--- src/rtl/core/b64e_pkg.sv ---
// ----------------------------------------------------------------------------
// b64e_pkg
// Shared types, constants and the alphabet lookup of the Base64 encoder.
// ----------------------------------------------------------------------------
package b64e_pkg;

    localparam logic [7:0] PAD_CHAR = 8'h3D;

    // Characters for one input byte, from the front to the back.
    typedef struct packed {
        logic [5:0] sx0;
        logic [5:0] sx1;
        logic [1:0] last_idx;
        logic       eom;
    } t_cmd;

    localparam int CMD_W = $bits(t_cmd);

    typedef struct packed {
        logic full;
        logic empty;
    } t_q_status;

    function automatic logic [7:0] sextet_char(input logic [5:0] v);
        logic [7:0] c;
        if (v < 6'd26) begin
            c = 8'h41 + {2'b00, v};
        end else if (v < 6'd52) begin
            c = 8'h61 + {2'b00, v} - 8'd26;
        end else if (v < 6'd62) begin
            c = 8'h30 + {2'b00, v} - 8'd52;
        end else if (v == 6'd62) begin
            c = 8'h2B;
        end else begin
            c = 8'h2F;
        end
        return c;
    endfunction

endpackage

--- src/rtl/core/b64e_front.sv ---
// ----------------------------------------------------------------------------
// b64e_front
// Accepts bytes, tracks the position within the group of three and the
// leftover bits, and builds one character command per byte.
// ----------------------------------------------------------------------------
module b64e_front (
    input  logic               i_clk,
    input  logic               i_rst_n,
    input  logic               i_accept,
    input  logic [7:0]         i_byte,
    input  logic               i_last,
    output b64e_pkg::t_cmd     o_cmd
);

    localparam logic [1:0] POS_0 = 2'd0;
    localparam logic [1:0] POS_1 = 2'd1;
    localparam logic [1:0] POS_2 = 2'd2;

    logic [1:0] r_pos;
    logic [1:0] n_pos;
    logic [3:0] r_left;
    logic [3:0] n_left;

    always_comb begin
        o_cmd     = '0;
        o_cmd.eom = i_last;
        n_pos     = r_pos;
        n_left    = r_left;
        case (r_pos)
            POS_1: begin
                o_cmd.sx0 = {r_left[1:0], i_byte[7:4]};
                if (i_last) begin
                    o_cmd.sx1      = {i_byte[3:0], 2'b00};
                    o_cmd.last_idx = 2'd2;
                    n_pos          = POS_0;
                    n_left         = 4'd0;
                end else begin
                    o_cmd.last_idx = 2'd0;
                    n_pos          = POS_2;
                    n_left         = i_byte[3:0];
                end
            end
            POS_2: begin
                o_cmd.sx0      = {r_left, i_byte[7:6]};
                o_cmd.sx1      = i_byte[5:0];
                o_cmd.last_idx = 2'd1;
                n_pos          = POS_0;
                n_left         = 4'd0;
            end
            default: begin
                o_cmd.sx0 = i_byte[7:2];
                if (i_last) begin
                    o_cmd.sx1      = {i_byte[1:0], 4'b0000};
                    o_cmd.last_idx = 2'd3;
                    n_pos          = POS_0;
                    n_left         = 4'd0;
                end else begin
                    o_cmd.last_idx = 2'd0;
                    n_pos          = POS_1;
                    n_left         = {2'b00, i_byte[1:0]};
                end
            end
        endcase
    end

    always_ff @(posedge i_clk) begin
        if (!i_rst_n) begin
            r_pos  <= POS_0;
            r_left <= 4'd0;
        end else if (i_accept) begin
            r_pos  <= n_pos;
            r_left <= n_left;
        end
    end

endmodule

--- src/rtl/core/b64e_fifo.sv ---
// ----------------------------------------------------------------------------
// b64e_fifo
// Short command queue between the front and the back.
// ----------------------------------------------------------------------------
module b64e_fifo #(
    parameter int DEPTH = 4
) (
    input  logic                  i_clk,
    input  logic                  i_rst_n,
    input  logic                  i_push,
    input  b64e_pkg::t_cmd        i_push_cmd,
    input  logic                  i_pop,
    output b64e_pkg::t_cmd        o_head,
    output b64e_pkg::t_q_status   o_status
);

    localparam int AW = (DEPTH > 1) ? $clog2(DEPTH) : 1;
    localparam int CW = $clog2(DEPTH + 1);

    b64e_pkg::t_cmd r_mem [DEPTH];
    logic [AW-1:0]  r_wr_ptr;
    logic [AW-1:0]  r_rd_ptr;
    logic [CW-1:0]  r_count;

    function automatic logic [AW-1:0] ptr_inc(input logic [AW-1:0] p);
        return (p == AW'(DEPTH - 1)) ? '0 : p + 1'b1;
    endfunction

    assign o_head         = r_mem[r_rd_ptr];
    assign o_status.full  = (r_count == CW'(DEPTH));
    assign o_status.empty = (r_count == '0);

    always_ff @(posedge i_clk) begin
        if (i_push) begin
            r_mem[r_wr_ptr] <= i_push_cmd;
        end
    end

    always_ff @(posedge i_clk) begin
        if (!i_rst_n) begin
            r_wr_ptr <= '0;
            r_rd_ptr <= '0;
            r_count  <= '0;
        end else begin
            if (i_push) begin
                r_wr_ptr <= ptr_inc(r_wr_ptr);
            end
            if (i_pop) begin
                r_rd_ptr <= ptr_inc(r_rd_ptr);
            end
            if (i_push && !i_pop) begin
                r_count <= r_count + 1'b1;
            end else if (i_pop && !i_push) begin
                r_count <= r_count - 1'b1;
            end
        end
    end

    a_count_range: assert property (@(posedge i_clk) disable iff (!i_rst_n)
        r_count <= CW'(DEPTH))
        else $error("queue count out of range");

    a_no_overflow: assert property (@(posedge i_clk) disable iff (!i_rst_n)
        !(i_push && o_status.full))
        else $error("push into full queue");

    a_no_underflow: assert property (@(posedge i_clk) disable iff (!i_rst_n)
        !(i_pop && o_status.empty))
        else $error("pop from empty queue");

    a_push_count: assert property (@(posedge i_clk) disable iff (!i_rst_n)
        (i_push && !i_pop) |=> (r_count == $past(r_count) + 1'b1))
        else $error("queue count did not advance on push");

endmodule

--- src/rtl/core/b64e_back.sv ---
// ----------------------------------------------------------------------------
// b64e_back
// Walks the head command to the output register, one char per unstalled cycle.
// ----------------------------------------------------------------------------
module b64e_back (
    input  logic                  i_clk,
    input  logic                  i_rst_n,
    input  b64e_pkg::t_cmd        i_head,
    input  b64e_pkg::t_q_status   i_status,
    output logic                  o_pop,
    output logic                  o_valid,
    input  logic                  i_ready,
    output logic [7:0]            o_char,
    output logic                  o_eom
);

    logic [1:0] r_idx;
    logic       r_valid;
    logic [7:0] r_char;
    logic       r_eom;
    logic       load;
    logic       emit;
    logic       at_end;
    logic [7:0] n_char;

    assign load   = !r_valid || i_ready;
    assign emit   = load && !i_status.empty;
    assign at_end = (r_idx == i_head.last_idx);
    assign o_pop  = emit && at_end;

    always_comb begin
        case (r_idx)
            2'd0:    n_char = b64e_pkg::sextet_char(i_head.sx0);
            2'd1:    n_char = b64e_pkg::sextet_char(i_head.sx1);
            default: n_char = b64e_pkg::PAD_CHAR;
        endcase
    end

    always_ff @(posedge i_clk) begin
        if (!i_rst_n) begin
            r_idx   <= 2'd0;
            r_valid <= 1'b0;
        end else if (load) begin
            r_valid <= !i_status.empty;
            if (emit) begin
                r_idx <= at_end ? 2'd0 : r_idx + 2'd1;
            end
        end
    end

    always_ff @(posedge i_clk) begin
        if (emit) begin
            r_char <= n_char;
            r_eom  <= i_head.eom && at_end;
        end
    end

    assign o_valid = r_valid;
    assign o_char  = r_char;
    assign o_eom   = r_eom;

endmodule

--- src/rtl/core/base64_stream_encoder_top.sv ---
// ----------------------------------------------------------------------------
// base64_stream_encoder_top
// Byte stream to standard Base64 character stream encoder.
//
// Input channel s_*: one byte per item in s_tdata, s_tlast marks the last
// byte of a message. Output channel m_*: one ASCII character per item in
// m_tdata, m_tlast on the final character of the encoded message.
// The front takes a byte in every cycle that the command queue has room
// and turns it into one command of one to four characters. The back emits
// one character per cycle from the queue head into the output register
// while the receiver is not stalling. With an empty queue, the first
// character of an accepted byte is written into the queue, then loaded
// into the output register that drives m_tvalid. The output port sets the
// rate at one character per cycle; N bytes yield 4*ceil(N/3) characters.
// Reset: clears the group position, leftover bits, queue and output valid.
// A stalled receiver holds the output register; the queue then fills and
// s_tready drops until characters drain.
// ----------------------------------------------------------------------------
module base64_stream_encoder_top #(
    parameter int FIFO_DEPTH = 4
) (
    input  logic       i_clk,
    input  logic       i_rst_n,
    input  logic       s_tvalid,
    output logic       s_tready,
    input  logic [7:0] s_tdata,   // [7:0] data_byte
    input  logic       s_tlast,
    output logic       m_tvalid,
    input  logic       m_tready,
    output logic [7:0] m_tdata,   // [7:0] out_char
    output logic       m_tlast
);

    b64e_pkg::t_cmd      front_cmd;
    b64e_pkg::t_cmd      head_cmd;
    b64e_pkg::t_q_status q_status;
    logic                accept;
    logic                pop;

    assign s_tready = !q_status.full;
    assign accept   = s_tvalid && s_tready;

    b64e_front u_front (
        .i_clk    (i_clk),
        .i_rst_n  (i_rst_n),
        .i_accept (accept),
        .i_byte   (s_tdata),
        .i_last   (s_tlast),
        .o_cmd    (front_cmd)
    );

    b64e_fifo #(
        .DEPTH (FIFO_DEPTH)
    ) u_fifo (
        .i_clk      (i_clk),
        .i_rst_n    (i_rst_n),
        .i_push     (accept),
        .i_push_cmd (front_cmd),
        .i_pop      (pop),
        .o_head     (head_cmd),
        .o_status   (q_status)
    );

    b64e_back u_back (
        .i_clk    (i_clk),
        .i_rst_n  (i_rst_n),
        .i_head   (head_cmd),
        .i_status (q_status),
        .o_pop    (pop),
        .o_valid  (m_tvalid),
        .i_ready  (m_tready),
        .o_char   (m_tdata),
        .o_eom    (m_tlast)
    );

endmodule

--- config.mk ---
export PLATFORM = sky130hd
export DESIGN_NAME = base64_stream_encoder_top
export DESIGN_NICKNAME = d
export VERILOG_FILES = /design/src/rtl/core/b64e_pkg.sv /design/src/rtl/core/b64e_front.sv /design/src/rtl/core/b64e_fifo.sv /design/src/rtl/core/b64e_back.sv /design/src/rtl/core/base64_stream_encoder_top.sv
export SDC_FILE = /design/constraint.sdc
export NUM_CORES = 1
export LEC_CHECK = 0
export ABC_AREA = 1
export BUFFER_PORTS_ARGS = -buffer_cell sky130_fd_sc_hd__buf_2
export CORE_MARGIN = 2
export CORE_UTILIZATION = 28
export DETAILED_ROUTE_END_ITERATION = 10
export SYNTH_ARGS = -nofsm -noshare
export SYNTH_HDL_FRONTEND = slang
export SYNTH_SLANG_ARGS = --single-unit
export TNS_END_PERCENT = 50
--- constraint.sdc ---
create_clock -name i_clk -period 4.1 [get_ports i_clk]
set_input_delay 0.41 -clock i_clk [delete_from_list [all_inputs] [get_ports i_clk]]
set_output_delay 0.41 -clock i_clk [all_outputs]
set_load 0.05 [all_outputs]
==> reports/metrics.sh <==
YOSYSWARNINGS=0
DRT_PRE_ANTENNA_ITERS=5
GRT.OVERFLOW.TOTAL=0
CP_DATA_ARRIVAL_TIME_NS=3.01
NUM_ROWS=48
TIGHTESTPINTRANSITION_NS=0.869
TRITONCTS='yes'
SKEW_NS=0.0109
LAYOUT-AREA-OVERHEAD-VS-SYNTH_PCT=14.1
POST_CTS_HOLD_BUFFER_COUNT=0
WORST_PATH_LARGEST_CELL_DELAY_NS=0.31
CRITPATHTOPFAMILY='simple AND/OR/NAND/NOR gates'
GPL.FINAL_WEIGHTED_CONGESTION=0.845
DRCVIOLATIONCOUNT=0
FINAL_UTIL_PCT=32.3
CTS_NUM_SINKS=87
GRT_PASS1_WL_MM=17.4
PORTION_OF_SYNTHESIZED_CELL_AREA_OCCUPIED_BY_THE_LEADING_CELL_TYPE_PCT=42.7
TIMING.CRITICAL_PATH.MODE_CELL='sky130_fd_sc_hd__nand2_1'
VIAS_CELL=4.56
SYN-MEAN-INSTANCE-AREA_UM2=8.84
CRITICAL_PATH.MAX_FANOUT=31
NUMBER_OF_ROUTED_NETS_WITH_ANTENNA_VIOLATIONS=0
NUMBER_OF_MAX_CAPACITANCE_VIOLATIONS_REPORTED=0
PATH_BUF_INV=4
CORE_BOX_AREA_UM2=17100
GRT_PASS1_VIAS=3538
SETUP.WORST_PATH.START_CLASS='register'
SYNTH.LARGEST_AREA_CELL='sky130_fd_sc_hd__edfxtp_1'
DIE-WIDTH_UM=136
DPL.CELL_COUNT=787
CLK-INSERTION-DELAY-LATE_NS=0.35
ANTENNA_CELLS=0
TRITONCTS.NUM_BUFFERS=9
FMAX_GHz=0.342
SYN_NETS=593
PWR_DENSITY_CELL_nW_PER_UM2=665
MAX-SLEW-MARGIN-REL_PCT=42.0
RUN_STATUS='finished clean'
PERIOD_SHARE_PCT=71.3
SYNTH-SEQ-AREA-SHARE_PCT=50.1
ROUTED-VIA-COUNT=3660
NETLIST-CELL-TYPE-COUNT=36
PERIOD_MINUS_SLACK_NS=2.92
FLOORPLAN.INITIALDENSITY_PCT=28.3
YOSYS-TOP-CELLS-AREA='sky130_fd_sc_hd__edfxtp_1 (43%), sky130_fd_sc_hd__nand2_1 (11%), sky130_fd_sc_hd__ha_1 (7.7%)'
PLACE.DETAILED.HPWL_MM=7.37
GRT_MAX_DEGREE=32
HOLD_VIOL=0
TIMING.CRITICAL_PATH.CELLS='buf_4, inv_2, nand2_1, nand3_1, nand2_1, inv_1, ha_1, nand2_1, inv_1, nand2_1, o21ai_1, nor2_1, nand2_1, nand3_1, nand3_1'
LAYOUT.CELLS.NON_FILLER=803
CLOCK_TREE.ROOT_CELL='sky130_fd_sc_hd__clkbuf_16'
DETAIL_ROUTE.ITER0.VIOLATIONS=355
ROUTE.FINAL.WIRE_LENGTH_MM=10.2
CP-END-KIND='register'
GRT_UTIL_ALL_LAYERS_PCT=12.0
SETUP-TNS-FINAL_NS=0
NNETSFINAL=617
WORSTPATHREQUIRED_NS=4.19
OVERALL_DIE_HEIGHT_UM=136
FINAL_MAX_SLEW_VIOL_COUNT=0
POST_DRT_WL_PER_CELL_UM=12.7
CTS_SETUP_BUFFERS=0
CLOCK_TRANSITION_AT_PATH_REGS_NS=0.07
CELLLEAKAGEPOWER_nW=2.27
IO_PINS=24
CRITICALPATHCATEGORY='register to register'
CLOCKBUFFERDEPTH=2
CELL_WITH_THE_BIGGEST_INDIVIDUAL_DELAY_ON_THE_CRITICAL_PATH='sky130_fd_sc_hd__dfxtp_1'
UNREPAIRED_SETUP_ENDPOINTS_AFTER_GLOBAL_ROUTING='false'
POST_ROUTE_CELLS_DRIVE_ABOVE_1_SHARE_PCT=13.0
QUANTITY_OF_I_O_BUFFERS_INSERTED_ON_PORTS=23
GRT_ANTENNA_BEFORE_REPAIR=0
SYN-CELL-AREA_UM2=4850
POSTCTSRESIZEDCELLS=0
SYNTHESIS.INSTANCES=549
DESIGN.DIE.AREA_UM2=18400
SETUP-VIOLATIONS-FINAL=0
VDD_IR_DROP_MAX_mV=0.351
WORST_MIN_DELAY_PATH_CLASS='input port to register'
CLOCK_TREE.HTREE_LEVEL_COUNT=3
SYNTH.FF_LATCH_COUNT=87
[cell families after synthesis]
group                    Yosys count  share of synthesized area, %
buffers and inverters             82                          6.99
AO/OA/AOI/OAI                     78                          8.74
flip-flops                        87                          50.1
AND/OR/NAND/NOR                  262                          24.3
XOR/XNOR                           9                          1.62
adder cells (fa/ha/maj)           31                          8.15
[worst reg2reg max path: cells and delay by family, from the launching register on]
family                     cells  cell delay (ns)
adders and majority gates      1             0.26
and+or+nand+nor                9             1.14
buffers and inverters          4             0.89
AOI/OAI and AO/OA              1             0.07
DFF                            1             0.31
[stage by stage]
step | hold WS, ns | worst slack (ns) | instance area (um2) | power (mW)
after floorplan | 0.445 | 1.53 | 4850 | 2.44
after global placement | 0.456 | 1.18 | 5200 | 2.80
after detailed placement | 0.463 | 1.20 | 5200 | 2.80
after CTS | 0.333 | 1.19 | 5530 | 3.70
after global routing | 0.361 | 0.835 | 5530 | 3.96
final | 0.343 | 1.18 | 5530 | 3.68
[cell type report]
cell class	instances	area, um2
sequential	87	2430
fill	1753	11600
inverter	68	255
tap	225	282
timing repair buffer	27	145
multi-input combinational	380	2090
clock inverter	6	81.3
clock buffer	10	250
[placed cells by master, fill, tap and decap left out, types with 3 or more instances in the layout]
master	count
sky130_fd_sc_hd__a21oi_1	31
sky130_fd_sc_hd__a31oi_1	3
sky130_fd_sc_hd__buf_2	23
sky130_fd_sc_hd__buf_4	4
sky130_fd_sc_hd__clkbuf_16	10
sky130_fd_sc_hd__dfxtp_1	18
sky130_fd_sc_hd__edfxtp_1	69
sky130_fd_sc_hd__ha_1	30
sky130_fd_sc_hd__inv_1	58
sky130_fd_sc_hd__inv_2	9
sky130_fd_sc_hd__inv_8	3
sky130_fd_sc_hd__nand2_1	143
sky130_fd_sc_hd__nand2_2	9
sky130_fd_sc_hd__nand3_1	73
sky130_fd_sc_hd__nand4_1	5
sky130_fd_sc_hd__nor2_1	15
sky130_fd_sc_hd__nor2_2	7
sky130_fd_sc_hd__nor2_4	3
sky130_fd_sc_hd__o21ai_0	22
sky130_fd_sc_hd__o21ai_1	6
sky130_fd_sc_hd__o22ai_1	8
sky130_fd_sc_hd__xnor2_1	4
sky130_fd_sc_hd__xor2_1	5
[power by group]
group,switching [mW],internal [mW]
clock,0.364,0.526
sequential,0.0503,1.16
combinational,1.11,0.468
[synthesized netlist by cell type]
cell and number:
sky130_fd_sc_hd__nand2_1 143, sky130_fd_sc_hd__nand3_1 73, sky130_fd_sc_hd__edfxtp_1 69, sky130_fd_sc_hd__inv_1 58, sky130_fd_sc_hd__a21oi_1 31, sky130_fd_sc_hd__ha_1 30, sky130_fd_sc_hd__o21ai_0 22, sky130_fd_sc_hd__dfxtp_1 18
sky130_fd_sc_hd__nor2_1 18, sky130_fd_sc_hd__inv_2 9, sky130_fd_sc_hd__nand2_2 9, sky130_fd_sc_hd__o22ai_1 8, sky130_fd_sc_hd__o21ai_1 6, sky130_fd_sc_hd__clkbuf_1 5, sky130_fd_sc_hd__nand4_1 5, sky130_fd_sc_hd__xor2_1 5
sky130_fd_sc_hd__buf_2 4, sky130_fd_sc_hd__nor2_2 4, sky130_fd_sc_hd__xnor2_1 4, sky130_fd_sc_hd__a31oi_1 3, sky130_fd_sc_hd__buf_4 3, sky130_fd_sc_hd__nor2_4 3, sky130_fd_sc_hd__a211oi_1 2, sky130_fd_sc_hd__a22oi_1 2
sky130_fd_sc_hd__buf_6 2, sky130_fd_sc_hd__nand3b_1 2, sky130_fd_sc_hd__o211ai_1 2, sky130_fd_sc_hd__a21o_1 1, sky130_fd_sc_hd__clkinv_1 1, sky130_fd_sc_hd__fa_1 1, sky130_fd_sc_hd__nand2_4 1, sky130_fd_sc_hd__nand3_2 1
sky130_fd_sc_hd__nor3_4 1, sky130_fd_sc_hd__nor4_1 1, sky130_fd_sc_hd__o21a_1 1, sky130_fd_sc_hd__or2_2 1
[path summary, 6_finish.rpt]
check,from,end,slack [ns],cells after the start
max reg2reg,register,u_back.o_char[3]$_DFFE_PP_,1.18,15
min reg2reg,u_back.r_idx[1]$_SDFFE_PN0P_,u_back.r_idx[1]$_SDFFE_PN0P_,0.47,2
max,register,u_back.o_char[3]$_DFFE_PP_,1.18,15
min,s_tdata[3],u_front.r_left[3]$_SDFFE_PN0P_,0.34,3
[state kept, by name (all words and copies together), names as in the netlist, named ones only]
register         cells
u_back.o_eom         1
u_fifo.r_count       3
u_back.o_valid       1
u_fifo.r_wr_ptr      2
u_back.o_char        8
u_front.r_left       4
u_back.r_idx         2
u_front.r_pos        2
u_fifo.r_mem        60
u_fifo.r_rd_ptr      2
[layer usage]
metal | GRT usage (%) | wire [um] | up-vias
li1 | - | - | 1897
met5 | 0 | 0 | -
met3 | 2.99 | 457 | 16
met2 | 19.1 | 4650 | 81
met4 | 3.24 | 143 | 0
met1 | 16.2 | 4960 | 1666
(Power assumes the default switching activity.)
